### src/rtl/clge_pkg.sv
package clge_pkg;

  // instruction groups carried in the kind field
  typedef enum logic [2:0] {
    KIND_IMM   = 3'd0,
    KIND_MOVE  = 3'd1,
    KIND_AMEM  = 3'd2,
    KIND_STSP  = 3'd3,
    KIND_HLSP  = 3'd4,
    KIND_SPHL  = 3'd5,
    KIND_RDRET = 3'd6
  } kind_e;

  // address modes of the accumulator memory access
  typedef enum logic [2:0] {
    AM_BC   = 3'd0,
    AM_DE   = 3'd1,
    AM_HLI  = 3'd2,
    AM_HLD  = 3'd3,
    AM_A16  = 3'd4,
    AM_FFA8 = 3'd5,
    AM_FFC  = 3'd6
  } addr_mode_e;

  // memory request codes
  typedef enum logic [1:0] {
    MEM_NONE  = 2'd0,
    MEM_READ  = 2'd1,
    MEM_WRITE = 2'd2
  } mem_op_e;

  // register file indexes
  localparam logic [2:0] IDX_B = 3'd0;
  localparam logic [2:0] IDX_C = 3'd1;
  localparam logic [2:0] IDX_D = 3'd2;
  localparam logic [2:0] IDX_E = 3'd3;
  localparam logic [2:0] IDX_H = 3'd4;
  localparam logic [2:0] IDX_L = 3'd5;
  localparam logic [2:0] IDX_F = 3'd6;
  localparam logic [2:0] IDX_A = 3'd7;

  // r8 selector code for the (HL) operand
  localparam logic [2:0] SEL_HL = 3'd6;

  // pair code for the stack pointer in a wide immediate load
  localparam logic [1:0] PAIR_SP = 2'd3;

  // high page used by the FF00-relative modes
  localparam logic [7:0] HIGH_PAGE = 8'hFF;

  // M-cycle counts
  localparam logic [2:0] CYC_NONE = 3'd0;
  localparam logic [2:0] CYC_1    = 3'd1;
  localparam logic [2:0] CYC_2    = 3'd2;
  localparam logic [2:0] CYC_3    = 3'd3;
  localparam logic [2:0] CYC_4    = 3'd4;
  localparam logic [2:0] CYC_5    = 3'd5;

  typedef struct packed {
    logic [2:0]  kind;
    logic        wide;
    logic        direction;
    logic [2:0]  addr_mode;
    logic [2:0]  dst_sel;
    logic [2:0]  src_sel;
    logic [15:0] imm;
    logic [7:0]  read_data;
  } in_item_t;

  typedef struct packed {
    logic [1:0]  mem_op;
    logic [15:0] mem_addr;
    logic [7:0]  mem_wdata;
    logic [2:0]  cycles;
    logic        last;
    logic [7:0]  reg_a;
    logic [3:0]  flags;
    logic [15:0] reg_hl;
    logic [15:0] reg_sp;
  } out_item_t;

  // control from the pipeline to the execute unit
  typedef struct packed {
    logic commit;
    logic second;
  } step_ctrl_t;

endpackage

### src/rtl/clge_in_if.sv
interface clge_in_if;
  logic        valid;
  logic        ready;
  logic [2:0]  kind;
  logic        wide;
  logic        direction;
  logic [2:0]  addr_mode;
  logic [2:0]  dst_sel;
  logic [2:0]  src_sel;
  logic [15:0] imm;
  logic [7:0]  read_data;

  modport source (
    output valid, kind, wide, direction, addr_mode, dst_sel, src_sel, imm, read_data,
    input  ready
  );

  modport sink (
    input  valid, kind, wide, direction, addr_mode, dst_sel, src_sel, imm, read_data,
    output ready
  );
endinterface

### src/rtl/clge_out_if.sv
interface clge_out_if;
  logic        valid;
  logic        ready;
  logic [1:0]  mem_op;
  logic [15:0] mem_addr;
  logic [7:0]  mem_wdata;
  logic [2:0]  cycles;
  logic        last;
  logic [7:0]  reg_a;
  logic [3:0]  flags;
  logic [15:0] reg_hl;
  logic [15:0] reg_sp;

  modport source (
    output valid, mem_op, mem_addr, mem_wdata, cycles, last, reg_a, flags, reg_hl, reg_sp,
    input  ready
  );

  modport sink (
    input  valid, mem_op, mem_addr, mem_wdata, cycles, last, reg_a, flags, reg_hl, reg_sp,
    output ready
  );
endinterface

### src/rtl/clge_exec.sv
module clge_exec import clge_pkg::*; (
  input  logic       clk_i,
  input  logic       rst_ni,
  input  in_item_t   item_i,
  input  step_ctrl_t ctrl_i,
  output out_item_t  result_o
);

  // architectural state
  logic [7:0]  rf_q [8];
  logic [7:0]  rf_d [8];
  logic [15:0] sp_q, sp_d;
  logic        rd_pend_q, rd_pend_d;
  logic [2:0]  rd_tgt_q, rd_tgt_d;

  // operand helpers
  logic [15:0] hl;
  logic [15:0] hl_inc, hl_dec;
  logic [7:0]  ofs;
  logic [4:0]  nib_sum;
  logic [8:0]  byte_sum;
  logic [15:0] sp_ofs;
  logic [1:0]  pair;
  logic        amem_go;

  assign hl       = {rf_q[IDX_H], rf_q[IDX_L]};
  assign hl_inc   = hl + 16'd1;
  assign hl_dec   = hl - 16'd1;
  assign ofs      = item_i.imm[7:0];
  assign nib_sum  = {1'b0, sp_q[3:0]} + {1'b0, ofs[3:0]};
  assign byte_sum = {1'b0, sp_q[7:0]} + {1'b0, ofs};
  assign sp_ofs   = sp_q + {{8{ofs[7]}}, ofs};
  assign pair     = item_i.dst_sel[1:0];

  // one pass of the instruction: request fields and next state
  always_comb begin
    rf_d      = rf_q;
    sp_d      = sp_q;
    rd_pend_d = rd_pend_q;
    rd_tgt_d  = rd_tgt_q;
    amem_go   = 1'b1;

    result_o.mem_op    = MEM_NONE;
    result_o.mem_addr  = '0;
    result_o.mem_wdata = '0;
    result_o.cycles    = CYC_NONE;
    result_o.last      = 1'b1;

    case (item_i.kind)
      KIND_IMM: begin
        if (item_i.wide) begin
          if (pair == PAIR_SP) begin
            sp_d = item_i.imm;
          end else begin
            rf_d[{pair, 1'b0}] = item_i.imm[15:8];
            rf_d[{pair, 1'b1}] = item_i.imm[7:0];
          end
          result_o.cycles = CYC_3;
        end else if (item_i.dst_sel == SEL_HL) begin
          result_o.mem_op    = MEM_WRITE;
          result_o.mem_addr  = hl;
          result_o.mem_wdata = item_i.imm[7:0];
          result_o.cycles    = CYC_3;
        end else begin
          rf_d[item_i.dst_sel] = item_i.imm[7:0];
          result_o.cycles      = CYC_2;
        end
      end
      KIND_MOVE: begin
        if (item_i.dst_sel == SEL_HL && item_i.src_sel == SEL_HL) begin
          result_o.cycles = CYC_1;
        end else if (item_i.dst_sel == SEL_HL) begin
          result_o.mem_op    = MEM_WRITE;
          result_o.mem_addr  = hl;
          result_o.mem_wdata = rf_q[item_i.src_sel];
          result_o.cycles    = CYC_2;
        end else if (item_i.src_sel == SEL_HL) begin
          result_o.mem_op   = MEM_READ;
          result_o.mem_addr = hl;
          result_o.cycles   = CYC_2;
          rd_pend_d         = 1'b1;
          rd_tgt_d          = item_i.dst_sel;
        end else begin
          rf_d[item_i.dst_sel] = rf_q[item_i.src_sel];
          result_o.cycles      = CYC_1;
        end
      end
      KIND_AMEM: begin
        // address and cycle count by mode; the unused mode is a plain no-op
        case (item_i.addr_mode)
          AM_BC: begin
            result_o.mem_addr = {rf_q[IDX_B], rf_q[IDX_C]};
            result_o.cycles   = CYC_2;
          end
          AM_DE: begin
            result_o.mem_addr = {rf_q[IDX_D], rf_q[IDX_E]};
            result_o.cycles   = CYC_2;
          end
          AM_HLI: begin
            result_o.mem_addr = hl;
            result_o.cycles   = CYC_2;
            rf_d[IDX_H]       = hl_inc[15:8];
            rf_d[IDX_L]       = hl_inc[7:0];
          end
          AM_HLD: begin
            result_o.mem_addr = hl;
            result_o.cycles   = CYC_2;
            rf_d[IDX_H]       = hl_dec[15:8];
            rf_d[IDX_L]       = hl_dec[7:0];
          end
          AM_A16: begin
            result_o.mem_addr = item_i.imm;
            result_o.cycles   = CYC_4;
          end
          AM_FFA8: begin
            result_o.mem_addr = {HIGH_PAGE, item_i.imm[7:0]};
            result_o.cycles   = CYC_3;
          end
          AM_FFC: begin
            result_o.mem_addr = {HIGH_PAGE, rf_q[IDX_C]};
            result_o.cycles   = CYC_2;
          end
          default: begin
            amem_go         = 1'b0;
            result_o.cycles = CYC_1;
          end
        endcase
        if (amem_go) begin
          if (item_i.direction) begin
            result_o.mem_op = MEM_READ;
            rd_pend_d       = 1'b1;
            rd_tgt_d        = IDX_A;
          end else begin
            result_o.mem_op    = MEM_WRITE;
            result_o.mem_wdata = rf_q[IDX_A];
          end
        end
      end
      KIND_STSP: begin
        // low byte first, high byte on the second pass
        result_o.mem_op = MEM_WRITE;
        result_o.cycles = CYC_5;
        if (ctrl_i.second) begin
          result_o.mem_addr  = item_i.imm + 16'd1;
          result_o.mem_wdata = sp_q[15:8];
          result_o.last      = 1'b1;
        end else begin
          result_o.mem_addr  = item_i.imm;
          result_o.mem_wdata = sp_q[7:0];
          result_o.last      = 1'b0;
        end
      end
      KIND_HLSP: begin
        rf_d[IDX_H]     = sp_ofs[15:8];
        rf_d[IDX_L]     = sp_ofs[7:0];
        rf_d[IDX_F]     = {2'b00, nib_sum[4], byte_sum[8], 4'b0000};
        result_o.cycles = CYC_3;
      end
      KIND_SPHL: begin
        sp_d            = hl;
        result_o.cycles = CYC_2;
      end
      KIND_RDRET: begin
        if (rd_pend_q) begin
          rd_pend_d = 1'b0;
          if (rd_tgt_q == IDX_F) begin
            rf_d[rd_tgt_q] = {item_i.read_data[7:4], 4'b0000};
          end else begin
            rf_d[rd_tgt_q] = item_i.read_data;
          end
        end
      end
      default: begin
      end
    endcase

    // visible state after the step
    result_o.reg_a  = rf_d[IDX_A];
    result_o.flags  = rf_d[IDX_F][7:4];
    result_o.reg_hl = {rf_d[IDX_H], rf_d[IDX_L]};
    result_o.reg_sp = sp_d;
  end

  // state update when the instruction completes
  always_ff @(posedge clk_i or negedge rst_ni) begin
    if (!rst_ni) begin
      rf_q      <= '{default: '0};
      sp_q      <= '0;
      rd_pend_q <= 1'b0;
      rd_tgt_q  <= '0;
    end else if (ctrl_i.commit) begin
      rf_q      <= rf_d;
      sp_q      <= sp_d;
      rd_pend_q <= rd_pend_d;
      rd_tgt_q  <= rd_tgt_d;
    end
  end

`ifndef SYNTHESIS
  // F never holds a low nibble
  assert property (@(posedge clk_i) disable iff (!rst_ni) rf_q[IDX_F][3:0] == 4'b0000)
    else $error("flag register low nibble set");

  // a read return consumes the pending read
  assert property (@(posedge clk_i) disable iff (!rst_ni)
    ctrl_i.commit && item_i.kind == KIND_RDRET |=> !rd_pend_q)
    else $error("read still pending after return");

  // a read request leaves a read pending
  assert property (@(posedge clk_i) disable iff (!rst_ni)
    ctrl_i.commit && result_o.mem_op == MEM_READ |=> rd_pend_q)
    else $error("read request did not mark pending");
`endif

endmodule

### src/rtl/cpu_load_group_executor_unit.sv
// Load instruction group executor for an 8-bit CPU core.
// Channels: in_i takes one load instruction per transaction (kind, operand
// selects, fetched immediate, or the byte of a memory read return); out_o
// gives one result per transaction: the memory request, the M-cycle count
// and A, flags, HL and SP as they stand after the instruction.
// A store of SP gives two results (low byte, then high byte, last on the
// second); every other instruction gives one.
// A transaction is registered in the input register, executed, and registered
// again in the result register before it is shown on out_o.
// Throughput: one instruction per cycle while the receiver takes results, set
// by the single execute pass between the input and result registers; a store
// of SP holds the input register for both of its passes.
// Reads are split: a read request marks a pending target, and a later
// read-return transaction writes the byte into it.
// Reset clears the register file, SP, the pending read and the valid flags of
// both pipeline registers. When the receiver stalls, the result register holds
// and in_i stays ready only while the input register is empty.
module cpu_load_group_executor_unit import clge_pkg::*; (
  input  logic              clk_i,
  input  logic              rst_ni,
  clge_in_if.sink           in_i,
  clge_out_if.source        out_o
);

  // pipeline registers
  in_item_t   in_q;
  logic       in_valid_q;
  logic       half_q;
  out_item_t  out_q;
  logic       out_valid_q;

  out_item_t  result;
  step_ctrl_t ctrl;
  logic       out_free;
  logic       step_fire;
  logic       consume;
  logic       split_first;
  logic       in_fire;

  // handshake control
  assign out_free    = !out_valid_q || out_o.ready;
  assign step_fire   = in_valid_q && out_free;
  assign split_first = (in_q.kind == KIND_STSP) && !half_q;
  assign consume     = step_fire && !split_first;
  assign in_i.ready  = !in_valid_q || consume;
  assign in_fire     = in_i.valid && in_i.ready;

  assign ctrl.commit = consume;
  assign ctrl.second = half_q;

  clge_exec u_exec (
    .clk_i    (clk_i),
    .rst_ni   (rst_ni),
    .item_i   (in_q),
    .ctrl_i   (ctrl),
    .result_o (result)
  );

  // input register
  always_ff @(posedge clk_i or negedge rst_ni) begin
    if (!rst_ni) begin
      in_valid_q <= 1'b0;
      half_q     <= 1'b0;
    end else begin
      if (in_fire) begin
        in_valid_q <= 1'b1;
      end else if (consume) begin
        in_valid_q <= 1'b0;
      end
      if (step_fire) begin
        half_q <= split_first;
      end
    end
  end

  always_ff @(posedge clk_i) begin
    if (in_fire) begin
      in_q.kind      <= in_i.kind;
      in_q.wide      <= in_i.wide;
      in_q.direction <= in_i.direction;
      in_q.addr_mode <= in_i.addr_mode;
      in_q.dst_sel   <= in_i.dst_sel;
      in_q.src_sel   <= in_i.src_sel;
      in_q.imm       <= in_i.imm;
      in_q.read_data <= in_i.read_data;
    end
  end

  // result register
  always_ff @(posedge clk_i or negedge rst_ni) begin
    if (!rst_ni) begin
      out_valid_q <= 1'b0;
    end else if (step_fire) begin
      out_valid_q <= 1'b1;
    end else if (out_o.ready) begin
      out_valid_q <= 1'b0;
    end
  end

  always_ff @(posedge clk_i) begin
    if (step_fire) begin
      out_q <= result;
    end
  end

  assign out_o.valid     = out_valid_q;
  assign out_o.mem_op    = out_q.mem_op;
  assign out_o.mem_addr  = out_q.mem_addr;
  assign out_o.mem_wdata = out_q.mem_wdata;
  assign out_o.cycles    = out_q.cycles;
  assign out_o.last      = out_q.last;
  assign out_o.reg_a     = out_q.reg_a;
  assign out_o.flags     = out_q.flags;
  assign out_o.reg_hl    = out_q.reg_hl;
  assign out_o.reg_sp    = out_q.reg_sp;

`ifndef SYNTHESIS
  // second half of a split store only exists with an instruction held
  assert property (@(posedge clk_i) disable iff (!rst_ni) half_q |-> in_valid_q)
    else $error("split store half without held instruction");

  // the first half of a store of SP is followed by its second half
  assert property (@(posedge clk_i) disable iff (!rst_ni)
    step_fire && !consume |=> half_q && in_valid_q)
    else $error("split store lost its second half");

  // the second half always completes the instruction
  assert property (@(posedge clk_i) disable iff (!rst_ni)
    half_q && step_fire |-> consume)
    else $error("second half did not complete the instruction");

  // only the first half of a store of SP lacks last, and it is a write
  assert property (@(posedge clk_i) disable iff (!rst_ni)
    out_valid_q && !out_q.last |-> out_q.mem_op == MEM_WRITE && out_q.cycles == CYC_5)
    else $error("non-final result that is not a store of SP");
`endif

endmodule
### src/flat_wrapper.sv
// flat-port wrapper written by rule: the top's interface ports become plain ports
module cpu_load_group_executor_unit_flat import clge_pkg::*;
  (clk_i, rst_ni, in_i_valid, in_i_kind, in_i_wide, in_i_direction, in_i_addr_mode, in_i_dst_sel, in_i_src_sel, in_i_imm, in_i_read_data, in_i_ready, out_o_valid, out_o_mem_op, out_o_mem_addr, out_o_mem_wdata, out_o_cycles, out_o_last, out_o_reg_a, out_o_flags, out_o_reg_hl, out_o_reg_sp, out_o_ready);
  clge_in_if in_i_i ();
  clge_out_if out_o_i ();
  input  logic clk_i;
  input  logic rst_ni;
  input wire logic [$bits(in_i_i.valid)-1:0] in_i_valid;
  input wire logic [$bits(in_i_i.kind)-1:0] in_i_kind;
  input wire logic [$bits(in_i_i.wide)-1:0] in_i_wide;
  input wire logic [$bits(in_i_i.direction)-1:0] in_i_direction;
  input wire logic [$bits(in_i_i.addr_mode)-1:0] in_i_addr_mode;
  input wire logic [$bits(in_i_i.dst_sel)-1:0] in_i_dst_sel;
  input wire logic [$bits(in_i_i.src_sel)-1:0] in_i_src_sel;
  input wire logic [$bits(in_i_i.imm)-1:0] in_i_imm;
  input wire logic [$bits(in_i_i.read_data)-1:0] in_i_read_data;
  output wire logic [$bits(in_i_i.ready)-1:0] in_i_ready;
  output wire logic [$bits(out_o_i.valid)-1:0] out_o_valid;
  output wire logic [$bits(out_o_i.mem_op)-1:0] out_o_mem_op;
  output wire logic [$bits(out_o_i.mem_addr)-1:0] out_o_mem_addr;
  output wire logic [$bits(out_o_i.mem_wdata)-1:0] out_o_mem_wdata;
  output wire logic [$bits(out_o_i.cycles)-1:0] out_o_cycles;
  output wire logic [$bits(out_o_i.last)-1:0] out_o_last;
  output wire logic [$bits(out_o_i.reg_a)-1:0] out_o_reg_a;
  output wire logic [$bits(out_o_i.flags)-1:0] out_o_flags;
  output wire logic [$bits(out_o_i.reg_hl)-1:0] out_o_reg_hl;
  output wire logic [$bits(out_o_i.reg_sp)-1:0] out_o_reg_sp;
  input wire logic [$bits(out_o_i.ready)-1:0] out_o_ready;
  assign in_i_i.valid = in_i_valid;
  assign in_i_i.kind = in_i_kind;
  assign in_i_i.wide = in_i_wide;
  assign in_i_i.direction = in_i_direction;
  assign in_i_i.addr_mode = in_i_addr_mode;
  assign in_i_i.dst_sel = in_i_dst_sel;
  assign in_i_i.src_sel = in_i_src_sel;
  assign in_i_i.imm = in_i_imm;
  assign in_i_i.read_data = in_i_read_data;
  assign in_i_ready = in_i_i.ready;
  assign out_o_valid = out_o_i.valid;
  assign out_o_mem_op = out_o_i.mem_op;
  assign out_o_mem_addr = out_o_i.mem_addr;
  assign out_o_mem_wdata = out_o_i.mem_wdata;
  assign out_o_cycles = out_o_i.cycles;
  assign out_o_last = out_o_i.last;
  assign out_o_reg_a = out_o_i.reg_a;
  assign out_o_flags = out_o_i.flags;
  assign out_o_reg_hl = out_o_i.reg_hl;
  assign out_o_reg_sp = out_o_i.reg_sp;
  assign out_o_i.ready = out_o_ready;
  cpu_load_group_executor_unit u_core (.clk_i(clk_i), .rst_ni(rst_ni), .in_i(in_i_i), .out_o(out_o_i));
endmodule
### config.mk
export PLATFORM = sky130hd
export DESIGN_NAME = cpu_load_group_executor_unit_flat
export DESIGN_NICKNAME = d
export VERILOG_FILES = /design/src/rtl/clge_pkg.sv /design/src/rtl/clge_in_if.sv /design/src/rtl/clge_out_if.sv /design/src/rtl/clge_exec.sv /design/src/rtl/cpu_load_group_executor_unit.sv /design/src/flat_wrapper.sv
export SDC_FILE = /design/constraint.sdc
export NUM_CORES = 1
export LEC_CHECK = 0
export BUFFER_PORTS_ARGS = -buffer_cell sky130_fd_sc_hd__buf_2
export CORE_MARGIN = 10
export CORE_UTILIZATION = 38
export DETAILED_ROUTE_END_ITERATION = 7
export GPL_TIMING_DRIVEN = 0
export SLEW_MARGIN = 20
export SYNTH_ARGS = -nofsm -noshare
export SYNTH_HDL_FRONTEND = slang
export SYNTH_SLANG_ARGS = --single-unit
### constraint.sdc
create_clock -name clk_i -period 12.05 [get_ports clk_i]
set_input_delay 0.6025 -clock clk_i [delete_from_list [all_inputs] [get_ports clk_i]]
set_output_delay 0.6025 -clock clk_i [all_outputs]
set_load 0.02 [all_outputs]
==> impl_results.md <==
- Worst Skew: 19.7 ps
- CP max-delay cell: a211oi_1
- Synth Flop Type: edfxtp_1
- Core ar.: 0.0369 mm2
- Worst vdd ir: 0.110 mV
- Sw power: 1620 uW
- Final Util: 44.1%
- Distinct cells, synth: 93
- Dpl hpwl: 55200 um
- Largest net degree at the start of global routing: 59
- TritonCTS clock tree: built
- Worst path most repeated cell: a21oi_1
- Die W: 214 um
- Final worst setup slack: 7360 ps
- CTS Buffer Depth: 2
- Sw frac: around half
- Worst-path cell chain: clkbuf_1 -> inv_1 -> fa_1 -> nand2b_1 -> a21oi_1 -> o21ai_0 -> a21oi_1 -> xor2_1 -> a211oi_1 -> nor2_1
- # rows: 70
- Uppermost layer routed: met4
- Slew Limit Fails: 0
- Postcts setup bufs: 0
- First-pass GRT wire length: 104000 um
- Slew Limit Headroom: 15.3%
- Routed met2 length: about 30000 um
- Tmin final: 4690 ps
- Top cells by area, synth: edfxtp_1 (24%), dfrtp_1 (15%), mux2i_1 (6.0%)
- Leakage Power: 0.00618 uW
- Post-DRT Antenna Nets: 0
- Routed Wire Length: 74200 um
- Remaining global-route overflow: 0
- Clock share of power: 17.5%
- Die height: around 210 um
- CP startpoint kind: flip-flop
- Post-synth EDFFs: 112
- Cell area after synthesis: 0.0143 mm2
- Root Buffer: clkbuf_16
- Setup CP Type: reg -> reg
- Post-synth top area share: 23.6%
- Fmax: between 200 and 250 MHz
- Crit. End Element: flip-flop
- Die area: approximately 0.046 mm2
- Area Growth Syn to Fin: 13.8%
- Met1 wire length: between 30000 and 40000 um
- CP peak stage delay: 780 ps
- Worst-path clk slew: roughly 70 ps
- Initial drt markers: 2071
- Endpoints failing setup: 0
- Int Power: 1740 uW
- Period utilisation layout: 38.9%
- Status: complete, no violations
- Area leader, netlist: edfxtp_1
- Skew-Pair Late Insertion Delay: about 480 ps
- CTS buffer count: 17
- Required @ worst endpoint: 12240 ps
- Mapped Nets: 1632
- Initial Utilization: 38.7%
- RD Place Congestion: 1.04
- Port buffer count: 117
- Most frequent cells in the layout: nand2_1 (209), buf_2 (135), o21ai_0 (122)
- RSZ-0062 raised after global routing: no
- Routed vias: 14941
- Num Clock Sinks: 199
- # diodes: 0
- Final hold violation count: 0
- IO Pins: 118
- Max Fanout on Critical Path: 10
- Remaining DRCs: 0
- Pre-CTS setup slack: roughly 7700 ps
- Routed len/inst: 33.3 um
- Initial antenna violation count: 0
- Post-Syn Instances: 1568
- Commonest non-fill, non-tap cell in the layout: nand2_1
- Post_cts resized: 0
- Total power divided by cell area: 207 mW/mm2
- Asr flop ratio synth: 43.7%
- CTS H-tree depth: 4
- Sequential area share after synthesis: 38.8%
- Register share of total power: 34.8%
- Worst slew pin tran: 1270 ps
- Tot Pwr: around 3400 uW
- Final setup TNS: 0 ps
- Syn_area_per_cell: 9.10 um2
- Worst Hold Class: in -> async
- Combinational power share: 47.7%
- CP arrival: 4890 ps
- Nets@finish: about 1800
- Via density: 6.70
- First-pass DRT Iterations: 6
- Overall routing resource usage: 32.2%
- Yosys reg bits: slightly below 200
- Max cap viols: 0
- Layout cell share with drive strength beyond 1: 15.7%
- Number of global-route vias before repair: roughly 14000
- Yosys Warn Count: 0
- Hold buffers post-CTS: 0
- WL met3: 9290 um
==> power by group through the flow <==
stage	clock network (uW)	registers (uW)	logic (uW)
final	588	1170	1600
after detailed placement	0	1160	1530
after floorplan	0	1110	894
after CTS	597	1150	1530
after global placement	0	1160	1490
after global routing	622	1170	1670
==> registers in the layout, summed over array words and instances, names as in the netlist <==
| signal | flops |
|---|---|
| u_core.out_o.mem_wdata | 8 |
| u_core.u_exec.sp_q | 16 |
| u_core.half_q | 1 |
| u_core.out_o.mem_addr | 16 |
| u_core.out_o.flags | 4 |
| u_core.out_o.valid | 1 |
| u_core.out_o.mem_op | 2 |
| u_core.out_o.cycles | 3 |
| u_core.u_exec.hl | 16 |
| u_core.in_valid_q | 1 |
| u_core.out_o.last | 1 |
| u_core.in_q | 38 |
| u_core.u_exec.rd_pend_q | 1 |
| u_core.out_o.reg_sp | 16 |
| u_core.u_exec.rd_tgt_q | 3 |
| u_core.out_o.reg_hl | 16 |
| u_core.u_exec.rf_q | 48 |
| u_core.out_o.reg_a | 8 |
==> through the flow <==
stage	cell area (um2)	instances	hold WS (ps)
detailed placement	15700	2197	485
global placement	15500	2189	453
floorplan	14300	1568	307
CTS	16200	2229	44.4
global route	16200	2229	53.2
finish	16200	2229	30.6
==> logic make-up after synthesis <==
family / share of synthesized area (%)
AND/OR/NAND/NOR: 17.1
adder cells (fa/ha/maj): 1.98
AO/OA/AOI/OAI: 23.7
buffers and inverters: 4.66
multiplexers: 11.7
XOR/XNOR: 1.96
flip-flops: 38.8
==> final timing paths <==
| kind | slack (ps) | from | depth (start not counted) | end |
|---|---|---|---|---|
| hold reg to reg | 500 | u_core.in_valid_q | 1 | u_core.out_o.valid |
| setup / recovery | 7360 | u_core.in_q[9] | 10 | u_core.out_o.reg_hl[8] |
| hold / removal | 30 | rst_ni | 1 | u_core.in_valid_q |
| setup reg to reg | 7360 | u_core.in_q[9] | 10 | u_core.out_o.reg_hl[8] |
| max in group asynchronous | 11380 | rst_ni | 2 | u_core.u_exec.rf_q[36] |
| min in group clk_i | 290 | in_i_src_sel[1] | 1 | u_core.in_q[25] |
==> synthesized netlist by cell type (all sizes together), types with 6 or more instances <==
cell type	instances
a22o	14
a31oi	34
or3	7
a2bb2oi	11
inv	21
o22a	16
a222oi	8
xor2	12
nand3	29
nand2b	16
edfxtp	112
mux2i	89
a221oi	23
clkbuf	101
buf	40
nor2	107
nor3b	8
ha	21
mux2	35
nand2	209
nand4	14
o221ai	13
o21ai	131
xnor2	20
o31ai	9
mux4	16
o22ai	32
or2	6
a211oi	16
a21o	7
dfrtp	87
and3	17
nor3	40
nor4	7
a21oi	67
a22oi	36
o211ai	22
a32oi	7
o21a	11
nor2b	10
or4	8
and2	14
==> routing by layer <==
layer	global-route usage, %	up-vias
li1	-	6266
met1	43.6	7400
met2	45.9	1080
met3	9.99	195
met4	14.9	0
met5	0	-
==> worst max-delay path, delay by kind of cell (launching register included) <==
| kind | cells | cell delay [ps] |
|---|---|---|
| flip-flops | 1 | 730 |
| adder cells (fa/ha/maj) | 1 | 450 |
| buffers and inverters | 2 | 850 |
| AO/OA/AOI/OAI | 4 | 1790 |
| AND/OR/NAND/NOR | 2 | 310 |
| XOR/XNOR | 1 | 270 |
==> area by class of cell <==
class	count	area, um2
Fill cell	3684	20600
Clock inverter	15	145
Buffer	141	587
Multi-Input combinational cell	1206	8110
Inverter	22	82.6
Tap cell	504	631
Sequential cell	199	5540
Clock buffer	17	425
Timing Repair Buffer	125	723
Power figures use the tool's default switching activity.
